[config.mk]
export PLATFORM = sky130hd
export DESIGN_NAME = best_fit_normal_quantizer_core
export DESIGN_NICKNAME = d
export VERILOG_FILES = /design/src/bfnq_pkg.sv /design/src/bfnq_div.sv /design/src/bfnq_mul.sv /design/src/best_fit_normal_quantizer_core.sv
export VERILOG_INCLUDE_DIRS = /design/src /design/src/src
export SDC_FILE = /design/constraint.sdc
export NUM_CORES = 2
export LEC_CHECK = 0
export BUFFER_PORTS_ARGS = -buffer_cell sky130_fd_sc_hd__clkbuf_2
export CORE_UTILIZATION = 55
export DETAILED_ROUTE_END_ITERATION = 10
export HOLD_SLACK_MARGIN = 0.02
export PLACE_DENSITY = 0.71
export SYNTH_ARGS = -nofsm -noshare
export SYNTH_HDL_FRONTEND = slang
export SYNTH_SLANG_ARGS = --single-unit
export TNS_END_PERCENT = 1
[constraint.sdc]
create_clock -name clk -period 11.95 [get_ports clk]
set_clock_uncertainty 0.15 [all_clocks]
set_input_delay 1.195 -clock clk [delete_from_list [all_inputs] [get_ports clk]]
set_output_delay 1.195 -clock clk [all_outputs]
set_load 0.02 [all_outputs]
[src/best_fit_normal_quantizer_core_defines.svh]
// ---------------------------------------------------------------------------
// Assertion macros for the best-fit normal quantiser
// Concurrent checks on clk, disabled while rst_n is low.
// ---------------------------------------------------------------------------
`ifndef BEST_FIT_NORMAL_QUANTIZER_CORE_DEFINES_SVH
`define BEST_FIT_NORMAL_QUANTIZER_CORE_DEFINES_SVH

// same-cycle implication
`define BFNQ_ASSERT_IMP(lbl, ante, cons, msg) \
  lbl: assert property (@(posedge clk) disable iff (!rst_n) (ante) |-> (cons)) \
    else $error(msg);

// next-cycle implication
`define BFNQ_ASSERT_NXT(lbl, ante, cons, msg) \
  lbl: assert property (@(posedge clk) disable iff (!rst_n) (ante) |=> (cons)) \
    else $error(msg);

`endif

[src/bfnq_pkg.sv]
// ---------------------------------------------------------------------------
// bfnq_pkg
// Shared widths, constants and types of the best-fit normal quantiser.
// ---------------------------------------------------------------------------
`timescale 1ns / 1ps

package bfnq_pkg;

  localparam int MAX_BITS_DEF = 16;
  localparam int QB_W   = 5;
  localparam logic [QB_W-1:0] QB_RESET = 5'd10;
  localparam int A_W    = 16;   // magnitude of a Q1.14 component
  localparam int V_W    = 33;   // scaled component, 32 fractional bits
  localparam int FRAC   = 32;
  localparam int MA_W   = 33;   // shared multiplier operand widths
  localparam int MB_W   = 32;
  localparam int P_W    = MA_W + MB_W;
  localparam int DOT_W  = 32;
  localparam int D2_W   = 64;
  localparam int LEN_W  = 32;
  localparam int CMP_W  = 96;
  localparam int FIT_W  = 15;
  localparam logic [31:0] OFFSET_Q32 = 32'd2143188680;
  localparam int DEGEN_MAX = 9453568 / 1000;

  // axis codes
  localparam logic [1:0] AX_X = 2'd0;
  localparam logic [1:0] AX_Y = 2'd1;
  localparam logic [1:0] AX_Z = 2'd2;

  // base-point micro steps
  localparam logic [3:0] BS_V0   = 4'd0;
  localparam logic [3:0] BS_V1   = 4'd1;
  localparam logic [3:0] BS_V2   = 4'd2;
  localparam logic [3:0] BS_LAST = 4'd3;

  // candidate micro steps
  localparam logic [3:0] CS_CHECK = 4'd0;
  localparam logic [3:0] CS_DOT1  = 4'd1;
  localparam logic [3:0] CS_DOT2  = 4'd2;
  localparam logic [3:0] CS_DOT3  = 4'd3;
  localparam logic [3:0] CS_LEN1  = 4'd4;
  localparam logic [3:0] CS_LEN2  = 4'd5;
  localparam logic [3:0] CS_LEN3  = 4'd6;
  localparam logic [3:0] CS_SQR   = 4'd7;
  localparam logic [3:0] CS_L_LO  = 4'd8;
  localparam logic [3:0] CS_L_HI  = 4'd9;
  localparam logic [3:0] CS_R_LO  = 4'd10;
  localparam logic [3:0] CS_R_HI  = 4'd11;
  localparam logic [3:0] CS_CMP   = 4'd12;

  typedef enum logic [2:0] {
    S_IDLE,
    S_DIV_GO,
    S_DIV_WAIT,
    S_BASE,
    S_CAND,
    S_OUT
  } state_t;

  // request to the iterative divider
  typedef struct packed {
    logic           start;
    logic [A_W-1:0] num;
    logic [A_W-1:0] den;
  } div_req_t;

endpackage

[src/bfnq_div.sv]
// ---------------------------------------------------------------------------
// bfnq_div
// Restoring divider, one quotient bit per cycle: quot = (num << 32) / den,
// valid for num <= den. Pulses done when the quotient is complete.
// ---------------------------------------------------------------------------
`timescale 1ns / 1ps

module bfnq_div (
  input  logic                       clk,
  input  logic                       rst_n,
  input  bfnq_pkg::div_req_t         req,
  output logic                       done,
  output logic [bfnq_pkg::V_W-1:0]   quot
);
  import bfnq_pkg::*;

  localparam int CNT_W = $clog2(V_W + 1);

  logic [CNT_W-1:0] cnt_r, cnt_nxt;
  logic             run_r, run_nxt;
  logic             done_r, done_nxt;
  logic [A_W:0]     rem_r, rem_nxt;
  logic [A_W-1:0]   den_r, den_nxt;
  logic [V_W-1:0]   q_r, q_nxt;
  logic             ge;
  logic [A_W:0]     diff;

  // one restoring step
  always_comb begin
    ge   = rem_r >= {1'b0, den_r};
    diff = ge ? (rem_r - {1'b0, den_r}) : rem_r;
    cnt_nxt  = cnt_r;
    run_nxt  = run_r;
    done_nxt = 1'b0;
    rem_nxt  = rem_r;
    den_nxt  = den_r;
    q_nxt    = q_r;
    if (req.start) begin
      rem_nxt = {1'b0, req.num};
      den_nxt = req.den;
      cnt_nxt = CNT_W'(V_W);
      run_nxt = 1'b1;
    end else if (run_r) begin
      rem_nxt = {diff[A_W-1:0], 1'b0};
      q_nxt   = {q_r[V_W-2:0], ge};
      cnt_nxt = cnt_r - CNT_W'(1);
      if (cnt_r == CNT_W'(1)) begin
        run_nxt  = 1'b0;
        done_nxt = 1'b1;
      end
    end
  end

  always_ff @(posedge clk) begin
    if (!rst_n) begin
      run_r  <= 1'b0;
      done_r <= 1'b0;
      cnt_r  <= '0;
    end else begin
      run_r  <= run_nxt;
      done_r <= done_nxt;
      cnt_r  <= cnt_nxt;
    end
  end

  always_ff @(posedge clk) begin
    rem_r <= rem_nxt;
    den_r <= den_nxt;
    q_r   <= q_nxt;
  end

  assign done = done_r;
  assign quot = q_r;

endmodule

[src/bfnq_mul.sv]
// ---------------------------------------------------------------------------
// bfnq_mul
// Shared unsigned multiplier with a registered product.
// ---------------------------------------------------------------------------
`timescale 1ns / 1ps

module bfnq_mul (
  input  logic                      clk,
  input  logic [bfnq_pkg::MA_W-1:0] op_a,
  input  logic [bfnq_pkg::MB_W-1:0] op_b,
  output logic [bfnq_pkg::P_W-1:0]  prod
);
  import bfnq_pkg::*;

  logic [P_W-1:0] prod_r;

  // product register, consumed in the cycle after issue
  always_ff @(posedge clk) begin
    prod_r <= P_W'(op_a) * P_W'(op_b);
  end

  assign prod = prod_r;

endmodule

[src/best_fit_normal_quantizer_core.sv]
// ---------------------------------------------------------------------------
// best_fit_normal_quantizer_core
// Finds the non-negative integer vector in the quantisation cube whose
// direction best matches the absolute value of a Q1.14 normal.
// ---------------------------------------------------------------------------
// Usage:
//  - Input: pulse start with in_normal_x/y/z while busy is low; the
//    transaction is taken at that edge and busy rises on the next cycle.
//  - Output: out_valid is high for exactly one cycle with out_fit_x/y/z and
//    out_degenerate. The receiver cannot stall; it must take it then.
//  - Config: cfg_wr_en/cfg_wr_data write quant_bits (reset 10), only
//    while busy is low; the user must keep to this, the block does not enforce it.
//  - Degenerate normals (largest magnitude <= 0.577) go from idle straight to the output.
//  - Otherwise: three divisions on one restoring divider, then for each
//    scale n from H = 2^(bits-1)-1 down to 1, the base point and then
//    the four corner candidates, one after another, on the one shared
//    multiplier. One transaction at a time.
//  - Reset (rst_n low, synchronous) returns to idle and reloads quant_bits.
// ---------------------------------------------------------------------------
`timescale 1ns / 1ps
`include "best_fit_normal_quantizer_core_defines.svh"

module best_fit_normal_quantizer_core #(
  parameter int MAX_BITS = bfnq_pkg::MAX_BITS_DEF
) (
  input  logic                        clk,
  input  logic                        rst_n,
  input  logic                        start,
  output logic                        busy,
  input  logic signed [15:0]          in_normal_x,
  input  logic signed [15:0]          in_normal_y,
  input  logic signed [15:0]          in_normal_z,
  output logic                        out_valid,
  output logic [bfnq_pkg::FIT_W-1:0]  out_fit_x,
  output logic [bfnq_pkg::FIT_W-1:0]  out_fit_y,
  output logic [bfnq_pkg::FIT_W-1:0]  out_fit_z,
  output logic                        out_degenerate,
  input  logic                        cfg_wr_en,
  input  logic [bfnq_pkg::QB_W-1:0]   cfg_wr_data
);
  import bfnq_pkg::*;

  localparam int NW = MAX_BITS - 1;  // scale and result width
  localparam int CW = MAX_BITS;      // candidate width (base + 1)

  state_t          state_r, state_nxt;
  logic [3:0]      ustep_r, ustep_nxt;
  logic [1:0]      k_r, k_nxt;
  logic [1:0]      axis_r, axis_nxt;
  logic [1:0]      dom_r, dom_nxt;
  logic [NW-1:0]   n_r, n_nxt;
  logic [NW-1:0]   half_r, half_nxt;
  logic [A_W-1:0]  a_r [3];
  logic [A_W-1:0]  a_nxt [3];
  logic [V_W-1:0]  v_r [3];
  logic [V_W-1:0]  v_nxt [3];
  logic [CW-1:0]   base_r [3];
  logic [CW-1:0]   base_nxt [3];
  logic [NW-1:0]   best_r [3];
  logic [NW-1:0]   best_nxt [3];
  logic [DOT_W-1:0] acc_r, acc_nxt, dot_r, dot_nxt;
  logic [LEN_W-1:0] len_r, len_nxt, bestlen2_r, bestlen2_nxt;
  logic [D2_W-1:0]  dot2_r, dot2_nxt, bestdot2_r, bestdot2_nxt;
  logic [CMP_W-1:0] lhs_r, lhs_nxt, rhs_r, rhs_nxt;
  logic            have_r, have_nxt;
  logic            deg_r, deg_nxt;
  logic [QB_W-1:0] quant_bits_r;

  logic [A_W-1:0]  abs_in [3];
  logic [1:0]      dom_in;
  logic [A_W-1:0]  amax_in;
  logic            deg_in;
  logic [QB_W-1:0] bits_eff;
  logic [NW-1:0]   half_in;
  logic            accept;
  logic [CW-1:0]   cand [3];
  logic            cand_ok;
  logic            cand_end;
  logic [1:0]      o1, o2;
  logic [P_W-1:0]  prod;
  logic [P_W-1:0]  bsum;
  logic [MA_W-1:0] mul_a;
  logic [MB_W-1:0] mul_b;
  div_req_t        div_req;
  logic            div_done;
  logic [V_W-1:0]  div_quot;

  // shared units
  bfnq_div u_div (
    .clk   (clk),
    .rst_n (rst_n),
    .req   (div_req),
    .done  (div_done),
    .quot  (div_quot)
  );

  bfnq_mul u_mul (
    .clk  (clk),
    .op_a (mul_a),
    .op_b (mul_b),
    .prod (prod)
  );

  // configuration register
  always_ff @(posedge clk) begin
    if (!rst_n) begin
      quant_bits_r <= QB_RESET;
    end else if (cfg_wr_en) begin
      quant_bits_r <= cfg_wr_data;
    end
  end

  // input magnitudes, dominant axis, degenerate test, cube half size
  always_comb begin
    abs_in[0] = in_normal_x[15] ? (~in_normal_x + 16'd1) : in_normal_x;
    abs_in[1] = in_normal_y[15] ? (~in_normal_y + 16'd1) : in_normal_y;
    abs_in[2] = in_normal_z[15] ? (~in_normal_z + 16'd1) : in_normal_z;
    if (abs_in[0] > abs_in[1]) begin
      dom_in  = AX_X;
      amax_in = abs_in[0];
    end else begin
      dom_in  = AX_Y;
      amax_in = abs_in[1];
    end
    if (abs_in[2] > amax_in) begin
      dom_in  = AX_Z;
      amax_in = abs_in[2];
    end
    deg_in = amax_in <= A_W'(DEGEN_MAX);
    if (quant_bits_r < QB_W'(2)) begin
      bits_eff = QB_W'(2);
    end else if (quant_bits_r > QB_W'(MAX_BITS)) begin
      bits_eff = QB_W'(MAX_BITS);
    end else begin
      bits_eff = quant_bits_r;
    end
    half_in = NW'((CW'(1) << (bits_eff - QB_W'(1))) - CW'(1));
  end

  assign accept = start && (state_r == S_IDLE);

  // corner candidate for the current k
  always_comb begin
    o1 = (dom_r == AX_X) ? AX_Y : AX_X;
    o2 = (dom_r == AX_Z) ? AX_Y : AX_Z;
    for (int i = 0; i < 3; i++) begin
      cand[i] = base_r[i]
              + CW'(k_r[0] && (o1 == 2'(i)))
              + CW'(k_r[1] && (o2 == 2'(i)));
    end
    cand_ok = (cand[0] <= CW'(half_r)) && (cand[1] <= CW'(half_r))
           && (cand[2] <= CW'(half_r));
    cand_end = ((ustep_r == CS_CHECK) && !cand_ok)
            || ((ustep_r == CS_SQR) && !have_r)
            || (ustep_r == CS_CMP);
  end

  // next state
  always_comb begin
    state_nxt = state_r;
    case (state_r)
      S_IDLE: begin
        if (accept) state_nxt = deg_in ? S_OUT : S_DIV_GO;
      end
      S_DIV_GO: state_nxt = S_DIV_WAIT;
      S_DIV_WAIT: begin
        if (div_done) state_nxt = (axis_r == AX_Z) ? S_BASE : S_DIV_GO;
      end
      S_BASE: begin
        if (ustep_r == BS_LAST) state_nxt = S_CAND;
      end
      S_CAND: begin
        if (cand_end && (k_r == 2'd3)) begin
          state_nxt = (n_r == NW'(1)) ? S_OUT : S_BASE;
        end
      end
      S_OUT: state_nxt = S_IDLE;
      default: state_nxt = S_IDLE;
    endcase
  end

  // unit operands and port outputs
  always_comb begin
    mul_a = '0;
    mul_b = '0;
    case (state_r)
      S_BASE: begin
        case (ustep_r)
          BS_V0: begin mul_a = v_r[0]; mul_b = MB_W'(n_r); end
          BS_V1: begin mul_a = v_r[1]; mul_b = MB_W'(n_r); end
          BS_V2: begin mul_a = v_r[2]; mul_b = MB_W'(n_r); end
          default: ;
        endcase
      end
      S_CAND: begin
        case (ustep_r)
          CS_CHECK: begin mul_a = MA_W'(cand[0]); mul_b = MB_W'(a_r[0]); end
          CS_DOT1:  begin mul_a = MA_W'(cand[1]); mul_b = MB_W'(a_r[1]); end
          CS_DOT2:  begin mul_a = MA_W'(cand[2]); mul_b = MB_W'(a_r[2]); end
          CS_DOT3:  begin mul_a = MA_W'(cand[0]); mul_b = MB_W'(cand[0]); end
          CS_LEN1:  begin mul_a = MA_W'(cand[1]); mul_b = MB_W'(cand[1]); end
          CS_LEN2:  begin mul_a = MA_W'(cand[2]); mul_b = MB_W'(cand[2]); end
          CS_LEN3:  begin mul_a = MA_W'(dot_r);   mul_b = MB_W'(dot_r);   end
          CS_SQR:   begin mul_a = MA_W'(prod[31:0]);       mul_b = bestlen2_r; end
          CS_L_LO:  begin mul_a = MA_W'(dot2_r[63:32]);    mul_b = bestlen2_r; end
          CS_L_HI:  begin mul_a = MA_W'(bestdot2_r[31:0]); mul_b = len_r;      end
          CS_R_LO:  begin mul_a = MA_W'(bestdot2_r[63:32]); mul_b = len_r;     end
          default: ;
        endcase
      end
      default: ;
    endcase
    div_req.start = (state_r == S_DIV_GO);
    div_req.num   = a_r[axis_r];
    div_req.den   = a_r[dom_r];
    busy           = (state_r != S_IDLE);
    out_valid      = (state_r == S_OUT);
    out_fit_x      = FIT_W'(best_r[0]);
    out_fit_y      = FIT_W'(best_r[1]);
    out_fit_z      = FIT_W'(best_r[2]);
    out_degenerate = deg_r;
  end

  // datapath sequencing
  always_comb begin
    ustep_nxt    = '0;
    k_nxt        = k_r;
    axis_nxt     = axis_r;
    dom_nxt      = dom_r;
    n_nxt        = n_r;
    half_nxt     = half_r;
    acc_nxt      = acc_r;
    dot_nxt      = dot_r;
    len_nxt      = len_r;
    dot2_nxt     = dot2_r;
    lhs_nxt      = lhs_r;
    rhs_nxt      = rhs_r;
    bestdot2_nxt = bestdot2_r;
    bestlen2_nxt = bestlen2_r;
    have_nxt     = have_r;
    deg_nxt      = deg_r;
    for (int i = 0; i < 3; i++) begin
      a_nxt[i]    = a_r[i];
      v_nxt[i]    = v_r[i];
      base_nxt[i] = base_r[i];
      best_nxt[i] = best_r[i];
    end
    bsum = prod;
    case (state_r)
      S_IDLE: begin
        if (accept) begin
          for (int i = 0; i < 3; i++) begin
            a_nxt[i]    = abs_in[i];
            best_nxt[i] = '0;
          end
          dom_nxt  = dom_in;
          deg_nxt  = deg_in;
          half_nxt = half_in;
          n_nxt    = half_in;
          have_nxt = 1'b0;
          axis_nxt = AX_X;
          k_nxt    = '0;
        end
      end
      S_DIV_WAIT: begin
        if (div_done) begin
          v_nxt[axis_r] = div_quot;
          axis_nxt      = axis_r + 2'd1;
        end
      end
      S_BASE: begin
        ustep_nxt = ustep_r + 4'd1;
        // floor of v*n plus offset on the dominant axis
        case (ustep_r)
          BS_V1: begin
            bsum = prod + ((dom_r == AX_X) ? P_W'(OFFSET_Q32) : '0);
            base_nxt[0] = CW'(bsum[FRAC +: NW]);
          end
          BS_V2: begin
            bsum = prod + ((dom_r == AX_Y) ? P_W'(OFFSET_Q32) : '0);
            base_nxt[1] = CW'(bsum[FRAC +: NW]);
          end
          BS_LAST: begin
            bsum = prod + ((dom_r == AX_Z) ? P_W'(OFFSET_Q32) : '0);
            base_nxt[2] = CW'(bsum[FRAC +: NW]);
            ustep_nxt   = '0;
            k_nxt       = '0;
          end
          default: ;
        endcase
      end
      S_CAND: begin
        ustep_nxt = ustep_r + 4'd1;
        case (ustep_r)
          CS_DOT1: acc_nxt = DOT_W'(prod);
          CS_DOT2: acc_nxt = acc_r + DOT_W'(prod);
          CS_DOT3: dot_nxt = acc_r + DOT_W'(prod);
          CS_LEN1: len_nxt = LEN_W'(prod);
          CS_LEN2: len_nxt = len_r + LEN_W'(prod);
          CS_LEN3: len_nxt = len_r + LEN_W'(prod);
          CS_SQR: begin
            dot2_nxt = D2_W'(prod);
            if (!have_r) begin
              have_nxt     = 1'b1;
              bestdot2_nxt = D2_W'(prod);
              bestlen2_nxt = len_r;
              for (int i = 0; i < 3; i++) best_nxt[i] = NW'(cand[i]);
            end
          end
          CS_L_LO: lhs_nxt = CMP_W'(prod);
          CS_L_HI: lhs_nxt = lhs_r + (CMP_W'(prod) << FRAC);
          CS_R_LO: rhs_nxt = CMP_W'(prod);
          CS_R_HI: rhs_nxt = rhs_r + (CMP_W'(prod) << FRAC);
          CS_CMP: begin
            // strictly higher cosine replaces the best so far
            if (lhs_r > rhs_r) begin
              bestdot2_nxt = dot2_r;
              bestlen2_nxt = len_r;
              for (int i = 0; i < 3; i++) best_nxt[i] = NW'(cand[i]);
            end
          end
          default: ;
        endcase
        if (cand_end) begin
          ustep_nxt = '0;
          k_nxt     = k_r + 2'd1;
          if (k_r == 2'd3) n_nxt = n_r - NW'(1);
        end
      end
      default: ;
    endcase
  end

  // control registers
  always_ff @(posedge clk) begin
    if (!rst_n) begin
      state_r <= S_IDLE;
      ustep_r <= '0;
      k_r     <= '0;
      axis_r  <= '0;
      have_r  <= 1'b0;
    end else begin
      state_r <= state_nxt;
      ustep_r <= ustep_nxt;
      k_r     <= k_nxt;
      axis_r  <= axis_nxt;
      have_r  <= have_nxt;
    end
  end

  // payload registers
  always_ff @(posedge clk) begin
    dom_r      <= dom_nxt;
    n_r        <= n_nxt;
    half_r     <= half_nxt;
    acc_r      <= acc_nxt;
    dot_r      <= dot_nxt;
    len_r      <= len_nxt;
    dot2_r     <= dot2_nxt;
    lhs_r      <= lhs_nxt;
    rhs_r      <= rhs_nxt;
    bestdot2_r <= bestdot2_nxt;
    bestlen2_r <= bestlen2_nxt;
    deg_r      <= deg_nxt;
    for (int i = 0; i < 3; i++) begin
      a_r[i]    <= a_nxt[i];
      v_r[i]    <= v_nxt[i];
      base_r[i] <= base_nxt[i];
      best_r[i] <= best_nxt[i];
    end
  end

  // checks
  `BFNQ_ASSERT_NXT(a_accept_busy, start && !busy, busy, "busy did not rise after accept")
  `BFNQ_ASSERT_NXT(a_out_idle, out_valid, !busy, "not idle after result")
  `BFNQ_ASSERT_IMP(a_deg_zero, out_valid && out_degenerate, (out_fit_x == '0) && (out_fit_y == '0) && (out_fit_z == '0), "degenerate result not zero")
  `BFNQ_ASSERT_IMP(a_fit_cube, out_valid && !out_degenerate, (out_fit_x <= FIT_W'(half_r)) && (out_fit_y <= FIT_W'(half_r)) && (out_fit_z <= FIT_W'(half_r)), "result outside cube")

endmodule
==> results by group <==
Placed design
  – Final GP Congestion: 1.06
  – Post-DP HPWL: 243000 µm
  – Port Buffers: approximately 100
  – Placed Area: 91000 µm²

CTS
  – CTS tree: built
  – Clock tree buffer depth: 3
  – TritonCTS Buffers: between 90 and 100
  – # resized after CTS: 0
  – Clock transition at path regs: roughly 60 ps
  – Clk sinks: a little under 900
  – CTS root buf: clkbuf_16
  – # Post-CTS Setup Buffers: 0
  – Clock Latency Late Sink: 740 ps
  – H-tree Lvls: 3
  – CTS Hold Bufs: 0

Floorplanning
  – Die Wd: around 400 µm
  – Area of the core: 157000 µm²
  – Top Ports: roughly 110
  – Initial Util: between 50% and 60%
  – Placement Rows: approximately 150
  – DIE AREA: between 150000 and 200000 µm²
  – Die Y: roughly 400 µm

Run status
  – Status: finished clean

GRT
  – GRT Overall Usage: between 30% and 40%
  – First-pass GRT wire length: ~460000 µm
  – Initial antenna violation count: 18
  – Global route total overflow: 0
  – Vias in the first global route: ~70000
  – Pin count of the biggest net entering global routing: 80

Detailed routing
  – # DRC: 0
  – Via count: 70600
  – Antenna-violating nets left: 0
  – DR iter-0 viols: approximately 8500
  – Initial DRT Pass Iterations: 9
  – DR vias/cell: about 6.3
  – Routed WL: approximately 310000 µm
  – DR WL/cell: approximately 28 µm

Worst hold path
  – Hold path startpoint: u_div.quot[32]
  – Hold Path Class: reg2reg
  – Hold Path Stages: 0

Worst setup path
  – Crit Path Max Fanout: 21
  – Crit-path leading delay family: adder cells
  – Kind of end point of the critical path: flip-flop
  – Buf+Inv Stages, Crit Path: 4
  – Worst path max stage delay: 870 ps
  – WP data required: around 12000 ps
  – Critical Path Start: ustep_r[0]
  – CP arrival: ~12000 ps
  – Crit path depth: 31
  – Worst r2r path cells: 31
  – Most used cell, CP: fa_1
  – Nature of the critical path startpoint: flip-flop
  – Crit Path Class: reg2reg
  – Critical Path Slowest Stage Cell: a222oi_1
  – RR Startpoint: ustep_r[0]

Power and ir drop
  – Leak: around 43 nW
  – Peak supply drop: 0.119 mV
  – Cell Pwr Density: 104 nW/µm²
  – Power, Total: ~10 mW

Yosys
  – Synth warn: 0
  – Mapped Cells: about 9000
  – Mapped cell area: ~87000 µm²
  – FFs w/ async S/R, synth: 0%
  – Yosys cell types: slightly below 100
  – Number of synthesized flops with an enable pin: between 700 and 800
  – Top_reg_cell synth: edfxtp_1
  – FF+latch count, synth: slightly below 900
  – Register area share after synthesis: slightly below 30%
  – Mean post-synth cell area: around 9.6 µm²

Timing
  – Setup TNS: 0 ps
  – Hold Fails Final Rpt: 0
  – Clock period minus worst slack: about 12000 ps
  – Slew @ Worst Pin: around 1200 ps
  – Max Fclk: between 80 and 90 MHz
  – Slew margin rel.: between 15 and 20%
  – Final-report max-slew violation count: 0
  – Final Cycle Share: between 90% and 100%
  – Setup violators final: 0
  – Worst hold margin: approximately 300 ps
  – RSZ-0062 raised after global routing: false

Finish
  – Final Util: 60.2%
  – Fraction of layout cells with a size suffix above 1: 8.13%
  – Fin area: approximately 94000 µm²
  – FILL cells: between 10000 and 15000
  – Synth-to-Final Area Change: 8.54%
  – Net count, final: roughly 11000
  – Reg area: between 20000 and 30000 µm²
  – Combined area of the multi-input logic cells: about 56000 µm²

Flow run
  – Max Cap Viol: 0
-- cell families after synthesis --
logic type	share of synthesized area [%]
multiplexers	1.87
XOR/XNOR	3.84
other	0.00865
adder cells (fa/ha/maj)	31.9
AO/OA/AOI/OAI	12.5
flip-flops	29.2
AND/OR/NAND/NOR	13.5
buffers and inverters	7.24
-- where the power goes --
part,switching (mW),leakage (nW),internal [mW]
Sequential,0.219,8.02,3.64
Clock,1.37,1.57,1.75
Combinational,1.89,33.0,0.939
Total,3.49,42.6,6.33
-- per-layer routing --
| metal | wire [µm] | track usage [%] | share of wire [%] |
|---|---|---|---|
| met5 | 38 | 0 | 0.012 |
| met2 | 129000 | 56.6 | 42 |
| met3 | 40200 | 12.9 | 13 |
| met1 | 116000 | 50.6 | 38 |
| met4 | 24300 | 24.9 | 7.8 |
-- Yosys cell counts, types with 13 or more instances --
library cell | n | area share [%]
nor3_1 | 55 | 0.32
a21o_1 | 212 | 1.8
a22oi_1 | 92 | 0.80
or3_1 | 19 | 0.14
a21oi_1 | 414 | 2.4
and4_1 | 19 | 0.19
xor2_1 | 161 | 1.6
nor2_1 | 821 | 3.5
a31oi_1 | 53 | 0.38
edfxtp_1 | 783 | 27
ha_1 | 722 | 10
a222oi_1 | 22 | 0.25
o211ai_1 | 32 | 0.28
and3_1 | 74 | 0.53
a211oi_1 | 44 | 0.38
o22a_1 | 25 | 0.25
mux2i_1 | 63 | 0.73
o21bai_1 | 49 | 0.42
a21boi_0 | 13 | 0.11
fa_1 | 932 | 21
buf_2 | 21 | 0.12
inv_1 | 1261 | 5.4
clkbuf_1 | 348 | 1.5
o21ai_1 | 29 | 0.17
o22ai_1 | 37 | 0.27
o41ai_1 | 13 | 0.13
nand2_1 | 1047 | 4.5
nand4_1 | 88 | 0.63
a22o_1 | 30 | 0.30
nand2b_1 | 69 | 0.50
o21ai_0 | 318 | 1.8
a221oi_1 | 33 | 0.33
dfxtp_1 | 93 | 2.1
nor4_1 | 23 | 0.17
o31ai_1 | 29 | 0.25
and2_1 | 130 | 0.94
nor2b_1 | 91 | 0.66
buf_1 | 29 | 0.13
nand3_1 | 144 | 0.83
mux2_2 | 88 | 1.1
o21a_1 | 58 | 0.50
o2111ai_1 | 18 | 0.18
xnor2_1 | 218 | 2.2
-- layout by cell type (no fill, tap or decap), types with 49 or more instances in the layout --
| master | count |
|---|---|
| inv_1 | 1260 |
| nand2_1 | 1044 |
| fa_1 | 932 |
| nor2_1 | 812 |
| edfxtp_1 | 783 |
| ha_1 | 722 |
| a21oi_1 | 400 |
| o21ai_0 | 317 |
| buf_4 | 278 |
| xnor2_1 | 217 |
| a21o_1 | 212 |
| xor2_1 | 161 |
| nand3_1 | 143 |
| and2_1 | 126 |
| clkbuf_2 | 104 |
| clkbuf_16 | 97 |
| dfxtp_1 | 93 |
| nor2b_1 | 90 |
| a22oi_1 | 90 |
| nand4_1 | 88 |
| mux2_2 | 88 |
| and3_1 | 74 |
| nand2b_1 | 69 |
| mux2i_1 | 63 |
| o21a_1 | 58 |
| nor3_1 | 53 |
| o21bai_1 | 49 |
-- final timing paths --
path | end | slack, ps
max | u_mul.prod[62] | 300
min | v_r[0][65] | 300
max reg2reg | u_mul.prod[62] | 300
min reg2reg | v_r[0][65] | 300
-- flip-flops by register name, summed over array words and instances (netlist names), 16 cells and up, named ones only --
name,cells
bestlen2_r,32
u_mul.prod,65
base_r,45
acc_r,32
len_r,32
u_div.quot,33
best_r,45
v_r,99
u_div.den_r,16
u_div.rem_r,17
rhs_r,96
dot_r,32
a_r,48
dot2_r,64
bestdot2_r,64
lhs_r,96
-- worst reg2reg max path: cells and delay by family (launching register included) --
| family | cells | cell delay, ps |
|---|---|---|
| adders and majority gates | 10 | 5140 |
| AOI/OAI and AO/OA | 12 | 4310 |
| and+or+nand+nor | 5 | 1010 |
| buffers and inverters | 4 | 480 |
| DFF | 1 | 390 |
-- layout make-up --
class,instances,area share [%]
clock buffers,112,2.65
inverters,1265,5.04
multi-input cells,6483,59.1
repair buffers,384,2.79
flip-flops and latches,876,26.9
diodes,5,0.0133
well taps,2058,2.73
clock inverters,67,0.787
-- metrics by stage --
| stage | setup slack, ps | cells |
|---|---|---|
| after global placement | 766 | 11100 |
| after global routing | 14.4 | 11200 |
| after floorplan | 1070 | 9025 |
| after CTS | 441 | 11200 |
| after detailed placement | 547 | 11100 |
| final | 305 | 11300 |
Power figures use the tool's default switching activity.
